`config.mk`:
```
export PLATFORM = sky130hd
export DESIGN_NAME = base64_stream_decoder
export DESIGN_NICKNAME = d
export VERILOG_FILES = /design/src/rtl/b64_pkg.sv /design/src/rtl/b64_front.sv /design/src/rtl/b64_queue.sv /design/src/rtl/b64_back.sv /design/src/rtl/base64_stream_decoder.sv
export SDC_FILE = /design/constraint.sdc
export NUM_CORES = 1
export LEC_CHECK = 0
export ABC_AREA = 1
export ABC_CLOCK_PERIOD_IN_PS = 5800
export BUFFER_PORTS_ARGS = -buffer_cell sky130_fd_sc_hd__buf_2
export CORE_UTILIZATION = 44
export DETAILED_ROUTE_END_ITERATION = 8
export PLACE_DENSITY = 0.63
export SLEW_MARGIN = 40
export SYNTH_ARGS = -nofsm -noshare
export SYNTH_HDL_FRONTEND = slang
export SYNTH_SLANG_ARGS = --single-unit
```
`constraint.sdc`:
```
create_clock -name clk_i -period 5.8 [get_ports clk_i]
set_input_delay 0.87 -clock clk_i [delete_from_list [all_inputs] [get_ports clk_i]]
set_output_delay 0.87 -clock clk_i [all_outputs]
set_load 0.005 [all_outputs]
```
`src/rtl/b64_pkg.sv`:
```
// Shared types, constants and the character classifier for the base64 stream decoder.
package b64_pkg;

  localparam int unsigned QUEUE_DEPTH = 2;

  localparam logic [1:0] SLOT_FIRST  = 2'd0;
  localparam logic [1:0] SLOT_SECOND = 2'd1;
  localparam logic [1:0] SLOT_THIRD  = 2'd2;
  localparam logic [1:0] SLOT_FOURTH = 2'd3;

  typedef enum logic [1:0] {
    KIND_DATA,
    KIND_PAD,
    KIND_SPACE,
    KIND_BAD
  } kind_e;

  typedef struct packed {
    kind_e      kind;
    logic [5:0] sextet;
    logic       last;
  } item_t;

  function automatic item_t classify(input logic [7:0] c, input logic last);
    item_t r;
    r.kind   = KIND_BAD;
    r.sextet = 6'd0;
    r.last   = last;
    if (c inside {[8'h41:8'h5a]}) begin
      r.kind   = KIND_DATA;
      r.sextet = 6'(c - 8'h41);
    end else if (c inside {[8'h61:8'h7a]}) begin
      r.kind   = KIND_DATA;
      r.sextet = 6'(c - 8'h61 + 8'd26);
    end else if (c inside {[8'h30:8'h39]}) begin
      r.kind   = KIND_DATA;
      r.sextet = 6'(c - 8'h30 + 8'd52);
    end else if (c == 8'h2b) begin
      r.kind   = KIND_DATA;
      r.sextet = 6'd62;
    end else if (c == 8'h2f) begin
      r.kind   = KIND_DATA;
      r.sextet = 6'd63;
    end else if (c == 8'h3d) begin
      r.kind = KIND_PAD;
    end else if (c == 8'h20 || (c inside {[8'h09:8'h0d]})) begin
      r.kind = KIND_SPACE;
    end
    return r;
  endfunction

endpackage

```
`src/rtl/b64_front.sv`:
```
// Input stage: accept characters, classify them and drop interior whitespace.
module b64_front (
  input  logic            clk_i,
  input  logic            rst_ni,
  input  logic [7:0]      char_code_i,
  input  logic            end_of_text_i,
  input  logic            in_valid_i,
  output logic            in_ready_o,
  output b64_pkg::item_t  push_item_o,
  output logic            push_valid_o,
  input  logic            push_ready_i
);

  b64_pkg::item_t item_d, item_q;
  logic           valid_d, valid_q;
  logic           in_acc;
  logic           keep;

  assign in_ready_o = !valid_q || push_ready_i;
  assign in_acc     = in_valid_i && in_ready_o;

  always_comb begin
    item_d  = b64_pkg::classify(char_code_i, end_of_text_i);
    keep    = (item_d.kind != b64_pkg::KIND_SPACE) || end_of_text_i;
    valid_d = valid_q && !push_ready_i;
    if (in_acc) begin
      valid_d = keep;
    end
  end

  always_ff @(posedge clk_i or negedge rst_ni) begin
    if (!rst_ni) begin
      valid_q <= 1'b0;
    end else begin
      valid_q <= valid_d;
    end
  end

  always_ff @(posedge clk_i) begin
    if (in_acc) begin
      item_q <= item_d;
    end
  end

  assign push_item_o  = item_q;
  assign push_valid_o = valid_q;

endmodule

```
`src/rtl/b64_queue.sv`:
```
// Short queue of classified characters between the front and the decode stage.
module b64_queue #(
  parameter int unsigned Depth = b64_pkg::QUEUE_DEPTH
) (
  input  logic            clk_i,
  input  logic            rst_ni,
  input  b64_pkg::item_t  push_item_i,
  input  logic            push_valid_i,
  output logic            push_ready_o,
  output b64_pkg::item_t  pop_item_o,
  output logic            pop_valid_o,
  input  logic            pop_ready_i
);

  localparam int unsigned PtrW = (Depth > 1) ? $clog2(Depth) : 1;
  localparam int unsigned CntW = $clog2(Depth + 1);

  b64_pkg::item_t  mem_q [Depth];
  logic [PtrW-1:0] wr_ptr_d, wr_ptr_q, rd_ptr_d, rd_ptr_q;
  logic [CntW-1:0] count_d, count_q;
  logic            push, pop;

  assign push_ready_o = (count_q != CntW'(Depth));
  assign pop_valid_o  = (count_q != '0);
  assign push         = push_valid_i && push_ready_o;
  assign pop          = pop_valid_o && pop_ready_i;
  assign pop_item_o   = mem_q[rd_ptr_q];

  always_comb begin
    wr_ptr_d = wr_ptr_q;
    rd_ptr_d = rd_ptr_q;
    count_d  = count_q;
    if (push) begin
      wr_ptr_d = (wr_ptr_q == PtrW'(Depth - 1)) ? '0 : wr_ptr_q + 1'b1;
    end
    if (pop) begin
      rd_ptr_d = (rd_ptr_q == PtrW'(Depth - 1)) ? '0 : rd_ptr_q + 1'b1;
    end
    if (push && !pop) begin
      count_d = count_q + 1'b1;
    end else if (pop && !push) begin
      count_d = count_q - 1'b1;
    end
  end

  always_ff @(posedge clk_i or negedge rst_ni) begin
    if (!rst_ni) begin
      wr_ptr_q <= '0;
      rd_ptr_q <= '0;
      count_q  <= '0;
    end else begin
      wr_ptr_q <= wr_ptr_d;
      rd_ptr_q <= rd_ptr_d;
      count_q  <= count_d;
    end
  end

  always_ff @(posedge clk_i) begin
    if (push) begin
      mem_q[wr_ptr_q] <= push_item_i;
    end
  end

endmodule

```
`src/rtl/b64_back.sv`:
```
// Decode stage: group tracking, byte assembly, end-of-text verdict and output register.
module b64_back (
  input  logic            clk_i,
  input  logic            rst_ni,
  input  b64_pkg::item_t  pop_item_i,
  input  logic            pop_valid_i,
  output logic            pop_ready_o,
  output logic [7:0]      data_byte_o,
  output logic            byte_valid_o,
  output logic            done_res_o,
  output logic            error_o,
  output logic            out_valid_o,
  input  logic            out_ready_i
);

  logic [1:0] slot_d, slot_q;
  logic [5:0] left_d, left_q;
  logic       pad_exp_d, pad_exp_q;
  logic       err_d, err_q;
  logic       any_d, any_q;

  logic       have_byte;
  logic [7:0] byte_val;
  logic       emit, pop, bad;

  logic       out_valid_d, out_valid_q;
  logic [7:0] data_q;
  logic       bv_q, done_q, err_out_q;

  always_comb begin
    slot_d    = slot_q;
    left_d    = left_q;
    pad_exp_d = pad_exp_q;
    err_d     = err_q;
    any_d     = any_q;
    have_byte = 1'b0;
    byte_val  = 8'd0;
    if (!err_q) begin
      case (pop_item_i.kind)
        b64_pkg::KIND_BAD: begin
          err_d = 1'b1;
        end
        b64_pkg::KIND_PAD: begin
          if (pad_exp_q) begin
            pad_exp_d = 1'b0;
            slot_d    = b64_pkg::SLOT_FIRST;
          end else if (slot_q == b64_pkg::SLOT_FIRST || slot_q == b64_pkg::SLOT_SECOND) begin
            err_d = 1'b1;
          end else if (slot_q == b64_pkg::SLOT_THIRD) begin
            pad_exp_d = 1'b1;
            slot_d    = b64_pkg::SLOT_FOURTH;
          end else begin
            slot_d = b64_pkg::SLOT_FIRST;
          end
        end
        b64_pkg::KIND_DATA: begin
          if (pad_exp_q) begin
            err_d = 1'b1;
          end else begin
            any_d = 1'b1;
            case (slot_q)
              b64_pkg::SLOT_FIRST: begin
                left_d = pop_item_i.sextet;
                slot_d = b64_pkg::SLOT_SECOND;
              end
              b64_pkg::SLOT_SECOND: begin
                byte_val  = {left_q, pop_item_i.sextet[5:4]};
                left_d    = {2'b00, pop_item_i.sextet[3:0]};
                slot_d    = b64_pkg::SLOT_THIRD;
                have_byte = 1'b1;
              end
              b64_pkg::SLOT_THIRD: begin
                byte_val  = {left_q[3:0], pop_item_i.sextet[5:2]};
                left_d    = {4'b0000, pop_item_i.sextet[1:0]};
                slot_d    = b64_pkg::SLOT_FOURTH;
                have_byte = 1'b1;
              end
              default: begin
                byte_val  = {left_q[1:0], pop_item_i.sextet};
                left_d    = 6'd0;
                slot_d    = b64_pkg::SLOT_FIRST;
                have_byte = 1'b1;
              end
            endcase
          end
        end
        default: begin
        end
      endcase
    end
    bad = err_d || !any_d || (slot_d == b64_pkg::SLOT_SECOND);
    if (pop_item_i.last) begin
      slot_d    = b64_pkg::SLOT_FIRST;
      left_d    = 6'd0;
      pad_exp_d = 1'b0;
      err_d     = 1'b0;
      any_d     = 1'b0;
    end
  end

  assign emit        = have_byte || pop_item_i.last;
  assign pop_ready_o = !emit || !out_valid_q || out_ready_i;
  assign pop         = pop_valid_i && pop_ready_o;

  always_comb begin
    out_valid_d = out_valid_q && !out_ready_i;
    if (pop && emit) begin
      out_valid_d = 1'b1;
    end
  end

  always_ff @(posedge clk_i or negedge rst_ni) begin
    if (!rst_ni) begin
      slot_q      <= b64_pkg::SLOT_FIRST;
      left_q      <= 6'd0;
      pad_exp_q   <= 1'b0;
      err_q       <= 1'b0;
      any_q       <= 1'b0;
      out_valid_q <= 1'b0;
    end else begin
      out_valid_q <= out_valid_d;
      if (pop) begin
        slot_q    <= slot_d;
        left_q    <= left_d;
        pad_exp_q <= pad_exp_d;
        err_q     <= err_d;
        any_q     <= any_d;
      end
    end
  end

  always_ff @(posedge clk_i) begin
    if (pop && emit) begin
      data_q    <= byte_val;
      bv_q      <= have_byte;
      done_q    <= pop_item_i.last;
      err_out_q <= pop_item_i.last && bad;
    end
  end

  assign data_byte_o  = data_q;
  assign byte_valid_o = bv_q;
  assign done_res_o   = done_q;
  assign error_o      = err_out_q;
  assign out_valid_o  = out_valid_q;

endmodule

```
`src/rtl/base64_stream_decoder.sv`:
```
// Top level of the base64 stream decoder: front stage, queue and decode stage.
//
// Decodes standard base64 text at one character per clock. Each transaction on
// the input carries one character; a transaction on the output is produced when
// a byte completes (second, third and fourth sextet of a group) or when the
// character flagged end_of_text arrives, which carries done_res and the error
// verdict. Whitespace not flagged end_of_text is skipped and yields no output.
// A character passes the registered classifier, a QueueDepth-entry queue and
// the decode stage with its output register. Throughput is one character per
// cycle while the output is taken, and the queue absorbs stalls so the input
// keeps accepting behind a held result until the queue and the front register
// are full.
module base64_stream_decoder #(
  parameter int unsigned QueueDepth = b64_pkg::QUEUE_DEPTH
) (
  input  logic       clk_i,
  input  logic       rst_ni,
  input  logic [7:0] char_code_i,
  input  logic       end_of_text_i,
  input  logic       in_valid_i,
  output logic       in_ready_o,
  output logic [7:0] data_byte_o,
  output logic       byte_valid_o,
  output logic       done_res_o,
  output logic       error_o,
  output logic       out_valid_o,
  input  logic       out_ready_i
);

  b64_pkg::item_t push_item, pop_item;
  logic           push_valid, push_ready, pop_valid, pop_ready;

  b64_front u_front (
    .clk_i        (clk_i),
    .rst_ni       (rst_ni),
    .char_code_i  (char_code_i),
    .end_of_text_i(end_of_text_i),
    .in_valid_i   (in_valid_i),
    .in_ready_o   (in_ready_o),
    .push_item_o  (push_item),
    .push_valid_o (push_valid),
    .push_ready_i (push_ready)
  );

  b64_queue #(
    .Depth(QueueDepth)
  ) u_queue (
    .clk_i        (clk_i),
    .rst_ni       (rst_ni),
    .push_item_i  (push_item),
    .push_valid_i (push_valid),
    .push_ready_o (push_ready),
    .pop_item_o   (pop_item),
    .pop_valid_o  (pop_valid),
    .pop_ready_i  (pop_ready)
  );

  b64_back u_back (
    .clk_i        (clk_i),
    .rst_ni       (rst_ni),
    .pop_item_i   (pop_item),
    .pop_valid_i  (pop_valid),
    .pop_ready_o  (pop_ready),
    .data_byte_o  (data_byte_o),
    .byte_valid_o (byte_valid_o),
    .done_res_o   (done_res_o),
    .error_o      (error_o),
    .out_valid_o  (out_valid_o),
    .out_ready_i  (out_ready_i)
  );

endmodule

```
==> flow_summary_export.csv, run 1 <==
group,metric,value,unit
outcome,status,"completed",
setup_path,end_kind,"flip-flop",
detailed_routing,drcViolationCount,0,
global_route,grtUsageTotal,17.8,%
place,place_congestion,0.844,
clock_tree,clk_latency,300,ps
synthesis,synth_top_family_by_area,"simple AND/OR/NAND/NOR gates",
timing,max_freq,410,MHz
die,coreArea,0.00694,sq mm
timing,drv_slew,0,
finish,drive_above_1_share,12.1,%
finish,synthToLayoutAreaGrowth,10.6,%
power_and_ir_drop,vdd_drop_max,158,uV
timing,layout_setup_ws,3360,ps
synthesis,netlist.area_leader.share,35.5,%
power_and_ir_drop,power.total,1.64,mW
clock_tree,cts_tree,"built",
detailed_routing,antenna_left,0,
die,start_util,46.3,%
global_route,grt_pass1_vias,2319,
synthesis,synth_ff_type,"edfxtp_1",
setup_path,crit_required,5990,ps
synthesis,syn-cell-area,0.00322,sq mm
setup_path,cp.arrival,2630,ps
clock_tree,cts_setup_buffers,0,
finish,antenna_cells,0,
min_path,hp-class,"reg2reg",
clock_tree,cts_resized,0,
place,dp_slack,3230,ps
timing,hold_slack,458,ps
synthesis,synth_compound_area_share,9.38,%
finish,fin_nets,424,
synthesis,netlist_instances,371,
global_route,overflow,0,
timing,setup_viol_count_final,0,
timing,slew-limit-headroom,50.7,%
synthesis,synth_fa_ha_area_share,5.84,%
synthesis,muxShareOfSynthArea,1.25,%
synthesis,ys_warn_count,0,
place,dp_hpwl,4860,um
synthesis,synthTopCellsByArea,"edfxtp_1, dfrtp_1, nand2_1",
global_route,antenna_found_initial,0,
finish,layout_common_cells,"nand2_1, nor2_1, inv_1",
synthesis,syn_area_per_cell,8.67,sq um
timing,rsz0062_at_grt,"false",
global_route,grt_max_degree,18,
clock_tree,clk_pin_slew_worst_paths,90,ps
setup_path,worstSetupPathType,"reg2reg",
setup_path,startpoint_type,"flip-flop",
timing,worst_pin_slew,737,ps
timing,skew,3.97,ps
run,max-cap-violations,0,
power_and_ir_drop,p_per_area,461,mW/mm^2
die,die_h,87.5,um
synthesis,synth_edf_count,38,
clock_tree,cts.sink_count,55,
synthesis,synth_cell_types,37,
place,io_buffers,25,
detailed_routing,drt_iter0_drc,86,
timing,hold_viol,0,
die,die_w,87.5,um
detailed_routing,drtPass1Iterations,5,
timing,fin_crit_sh,42.1,%
synthesis,ys_ff_latch,55,
finish,layout_commonest_cell,"nand2_1",
die,io_pins,26,
clock_tree,htree_levels,2,
die,placementRows,30,
clock_tree,clockRootBuffer,"clkbuf_8",
die,dieArea,0.00765,sq mm
clock_tree,cts_hold_buf,0,
clock_tree,ctsLongestPathBuffers,2,
power_and_ir_drop,p_leak,1.61,nW
global_route,grt_pass1_wl,10600,um
timing,setup_tns,0,ps
detailed_routing,num_vias,2537,
finish,utilization,51.2,%
setup_path,cp_max_fo,14,
detailed_routing,drt-wirelength-per-cell,13.0,um
synthesis,synth_xor_area_share,2.41,%
synthesis,seq_area_frac_synth,48.7,%
synthesis,synthArstFlopShare,30.9,%
detailed_routing,viasPerCell,5.15,
synthesis,synth-simple-area-share,26.0,%
detailed_routing,drt-total-wl,6390,um
clock_tree,cts_buffers,5,
timing,fin_crit,2440,ps
synthesis,synth_top_area_cell,"edfxtp_1",
synthesis,synth_nets,399,
[cells by family (layout without fill, tap and decap cells)]
logic type | Yosys count | after routing
XOR/XNOR | 8 | 8
flip-flops | 55 | 55
adder cells (fa/ha/maj) | 15 | 15
multiplexers | 4 | 4
AND/OR/NAND/NOR | 187 | 187
AO/OA/AOI/OAI | 52 | 52
buffers and inverters | 50 | 76
[per-layer routing]
layer,wire length [um],GRT usage [%]
met1,2740,19.8
met2,3400,34.2
met3,180,2.65
met4,66,5.81
met5,0,0
[state kept, by name, summed over array words and instances, names as in the netlist]
signal and count:
u_queue.count_q 2, u_front.push_valid_o 1, u_back.out_valid_o 1, u_back.byte_valid_o 1, u_queue.rd_ptr_q 1, u_queue.mem_q 18
u_back.done_res_o 1, u_queue.wr_ptr_q 1, u_back.err_q 1, u_back.left_q 6, u_back.pad_exp_q 1, u_back.any_q 1
u_back.error_o 1, u_front.push_item_o 9, u_back.data_byte_o 8, u_back.slot_q 2
[path summary, 6_finish.rpt]
check / slack, ps / to / cells after the start / start
max: 3360 / u_queue.count_q[1] / 12 / u_queue.rd_ptr_q
max in group asynchronous: 5030 / u_back.left_q[2] / 1 / rst_ni
max reg2reg: 3360 / u_queue.count_q[1] / 12 / u_queue.rd_ptr_q
min reg2reg: 460 / u_queue.mem_q[1][5] / 0 / u_front.push_item_o[5]
min: 460 / u_queue.mem_q[1][5] / 0 / u_front.push_item_o[5]
min in group asynchronous: 480 / u_back.out_valid_o / 1 / rst_ni
[critical path, cell delays in order (launching register included)]
cell	delay, ps
dfrtp_1	650
inv_6	80
nand2_1	90
nand2_2	100
nor2_4	140
nand2_4	140
o21ai_4	190
nand2_4	150
nand2_8	120
ha_1	270
a21oi_1	130
o21ai_0	120
xor2_1	150
[metrics by stage]
stage | cells | cell area, sq um
2_1_floorplan | 371 | 3220
3_3_place_gp | 485 | 3420
3_5_place_dp | 485 | 3420
4_1_cts | 493 | 3550
5_1_grt | 493 | 3560
6_report | 493 | 3560
[report_power, final]
part           total, mW  internal (mW)  switching, mW
clock network      0.293          0.173          0.121
registers          0.661          0.593         0.0685
logic              0.684          0.230          0.454
[final cells by class]
class | count | area [sq um]
timing repair buffer | 25 | 125
tap | 96 | 120
clock buffer | 6 | 72.6
inverter | 43 | 166
multi-input combinational | 266 | 1450
sequential | 55 | 1570
fill | 648 | 3390
clock inverter | 2 | 60.1
[cell usage after synthesis, types with 3 or more instances]
library cell  instances
nand3_1              18
nand4_1              11
nand2_1              99
nand2_4               3
nor2_1               43
a21oi_1              18
ha_1                 15
edfxtp_1             38
xor2_1                6
o21ai_0              21
mux2i_1               4
dfrtp_1              17
inv_1                41
buf_2                 4
(Power assumes the default switching activity.)
==> run 2: changes to the inputs <==
--- a/config.mk
+++ b/config.mk
@@ -5,8 +5,8 @@
 export SDC_FILE = /design/constraint.sdc
 export NUM_CORES = 1
 export LEC_CHECK = 0
-export ABC_AREA = 1
-export ABC_CLOCK_PERIOD_IN_PS = 5800
+export ABC_AREA = 0
+export ABC_CLOCK_PERIOD_IN_PS = 2290
 export BUFFER_PORTS_ARGS = -buffer_cell sky130_fd_sc_hd__buf_2
 export CORE_UTILIZATION = 44
 export DETAILED_ROUTE_END_ITERATION = 8
==> constraint.sdc (replaced) <==
create_clock -name clk_i -period 2.29 [get_ports clk_i]
set_input_delay 0.3435 -clock clk_i [delete_from_list [all_inputs] [get_ports clk_i]]
set_output_delay 0.3435 -clock clk_i [all_outputs]
set_load 0.005 [all_outputs]
==> run 2 against run 1 <==
- synthesized cell count shrank 28%
- clock power grew 73%
- sequential share of layout area grew 2.3 points
- sequential power grew to 2.5 times the previous value
- core utilization grew 0.50 points
- global-route usage shrank 1.8 points
- design area shrank 5.0%
- cell count shrank 23%
- critical path depth shrank 5
- sequential cell count is the same
==> flow_summary_export.csv, run 2 <==
group,metric,value,unit
die,dieArea,0.00727,sq mm
timing,setup_tns,0,ps
synthesis,synth_nets,296,
detailed_routing,drt-total-wl,5310,um
synthesis,netlist_instances,268,
die,io_pins,26,
setup_path,end_kind,"flip-flop",
synthesis,seq_area_frac_synth,51.3,%
clock_tree,cts_tree,"built",
finish,layout_commonest_cell,"edfxtp_1",
global_route,grt_pass1_wl,9060,um
detailed_routing,drt-wirelength-per-cell,14.0,um
synthesis,synthArstFlopShare,30.9,%
finish,nFillCells,578,
detailed_routing,num_vias,2113,
clock_tree,ctsLongestPathBuffers,2,
detailed_routing,viasPerCell,5.59,
setup_path,cp-endpoint,"u_queue.count_q[1]",
synthesis,synth_top_area_cell,"edfxtp_1",
die,coreArea,0.00653,sq mm
synthesis,ys_warn_count,0,
setup_path,crit_required,2490,ps
global_route,grtUsageTotal,16.0,%
synthesis,synth_common_cells,"edfxtp_1, nor2_1, dfrtp_1",
timing,hold_slack,236,ps
setup_path,reg2reg_to,"u_queue.count_q[1]",
finish,fin_nets,328,
setup_path,slowest_delay,560,ps
finish,utilization,51.7,%
power_and_ir_drop,vdd_drop_max,351,uV
setup_path,cp_max_fo,7,
power_and_ir_drop,p_per_area,1090,mW/mm^2
clock_tree,clockRootBuffer,"clkbuf_8",
run,max-cap-violations,0,
timing,worst_pin_slew,459,ps
timing,fin_crit,2100,ps
synthesis,synth.most_common_cell,"edfxtp_1",
setup_path,crit_family,"flip-flops",
setup_path,rr_worst_depth,7,
detailed_routing,drt_iter0_drc,74,
timing,setup_viol_count_final,0,
die,start_util,46.7,%
global_route,grt_pass1_vias,1965,
synthesis,syn-cell-area,0.00305,sq mm
finish,drive_above_1_share,19.9,%
setup_path,r2r_start,"u_queue.rd_ptr_q",
place,dp_hpwl,4070,um
timing,drv_slew,0,
finish,antenna_cells,0,
setup_path,cp.depth,7,
timing,skew,8.50,ps
clock_tree,cts_buffers,5,
die,placementRows,29,
timing,rsz0062_at_grt,"false",
global_route,antenna_found_initial,0,
setup_path,worst_path_most_repeated_cell,"xor2_1",
setup_path,r2r_setup_slack,190,ps
finish,synthToLayoutAreaGrowth,10.7,%
finish,layout_common_cells,"edfxtp_1, nor2_1, buf_2",
detailed_routing,antenna_left,0,
min_path,hp-class,"in2reg",
clock_tree,clk_pin_slew_worst_paths,90,ps
clock_tree,clk_latency,300,ps
clock_tree,cts.sink_count,55,
synthesis,synth_edf_count,38,
place,io_buffers,25,
detailed_routing,drcViolationCount,0,
outcome,status,"completed",
synthesis,synth_cell_types,55,
die,die_w,85.3,um
global_route,overflow,0,
detailed_routing,drtPass1Iterations,4,
place,place_congestion,0.900,
timing,max_freq,476,MHz
setup_path,crit_buf_inv,0,
timing,hold_viol,0,
setup_path,crit_path_start,"u_queue.rd_ptr_q",
synthesis,netlist.area_leader.share,37.4,%
synthesis,synth_ff_type,"edfxtp_1",
finish,regMostFlops,"u_queue.mem_q",
setup_path,worstSetupPathType,"reg2reg",
setup_path,crit_chain,"mux2i_1 > a41oi_2 > o22ai_2 > ha_1 > xor2_1 > nor2_1 > xor2_1",
die,die_h,85.3,um
global_route,grt_max_degree,18,
setup_path,startpoint_type,"flip-flop",
synthesis,ys_ff_latch,55,
timing,slew-limit-headroom,68.8,%
synthesis,synthTopCellsByArea,"edfxtp_1, dfrtp_1, ha_1",
clock_tree,cts_setup_buffers,0,
timing,fin_crit_sh,91.7,%
power_and_ir_drop,p_leak,1.34,nW
finish,largest_reg_flops,18,
synthesis,syn_area_per_cell,11.4,sq um
setup_path,cp.arrival,2300,ps
setup_path,cp_slowest_cell,"dfrtp_1",
clock_tree,htree_levels,2,
run 2: cell types whose count changed in the layout (fill, tap and decap cells not counted), sizes merged, moves of 5 or more:
cell | before | now
a211oi | 0 | 6
a21oi | 18 | 13
nor2 | 45 | 33
xnor2 | 1 | 8
nand2 | 105 | 11
mux2i | 4 | 9
buf | 25 | 35
nand3 | 19 | 5
mux2 | 0 | 10
xor2 | 7 | 2
o21ai | 22 | 9
nand4 | 11 | 3
inv | 43 | 17
run 2: kinds of logic (layout without fill, tap and decap cells):
group                    count (synthesis)  after routing  synth area share (%)
AO/OA/AOI/OAI                           65             65                  15.6
XOR/XNOR                                10             10                  2.87
adder cells (fa/ha/maj)                 15             15                  6.15
buffers and inverters                   28             61                  4.22
flip-flops                              55             55                  51.3
multiplexers                            19             19                  7.42
AND/OR/NAND/NOR                         76             76                  12.4
run 2: per-stage QoR:
step	cells	total power [mW]	area (sq um)	worst slack, ps
after floorplan	268	2.80	3050	52.1
after global placement	369	3.16	3280	167
after detailed placement	369	3.20	3280	124
after CTS	378	3.71	3380	171
after global routing	378	3.94	3380	32.5
final	378	3.67	3380	190
run 2: what timing repair did:
item / in CTS / in global routing
resized for setup: 0 / 0
hold endpoints to repair: 17 / 0
hold buffers: 1 / 0
run 2: worst min-delay path by stage:
stage	start	end	slack, ps	cells past startpoint
final	end_of_text_i	u_front.push_item_o[0]	240	1
after global routing	end_of_text_i	u_front.push_item_o[0]	220	1
after global placement	rst_ni	u_back.any_q	300	1
after CTS	end_of_text_i	u_front.push_item_o[0]	220	1
after detailed placement	rst_ni	u_back.any_q	300	1
after floorplan	rst_ni	u_back.any_q	50	0
run 2: worst register-to-register path, delay by kind of cell, from the launching register on:
kind,cells,cell delay [ps]
flops,1,560
compound gates,2,470
mux,1,410
xor+xnor,2,290
fa+ha+maj,1,210
simple gates,1,60
run 2: per-layer routing:
metal / GRT usage, % / share of wire (%)
met5: 0 / 0
met3: 2.92 / 3.8
met1: 18.1 / 42
met2: 29.1 / 51
met4: 7.58 / 2.8
run 2: power by group:
group / leakage [nW] / internal, mW / total, mW / switching (mW)
Clock: 0.0428 / 0.215 / 0.508 / 0.294
Combinational: 0.717 / 0.677 / 1.50 / 0.828
Sequential: 0.579 / 1.47 / 1.66 / 0.189
Total: 1.34 / 2.36 / 3.67 / 1.31
run 2: cell type report:
cell class | count | area [sq um] | share of cell area (%)
Inverter | 17 | 63.8 | 1.89
Clock buffer | 6 | 72.6 | 2.15
Multi-Input combinational cell | 185 | 1360 | 40.1
Clock inverter | 2 | 12.5 | 0.370
Tap cell | 77 | 96.3 | 2.85
Timing Repair Buffer | 36 | 210 | 6.22
Sequential cell | 55 | 1570 | 46.4
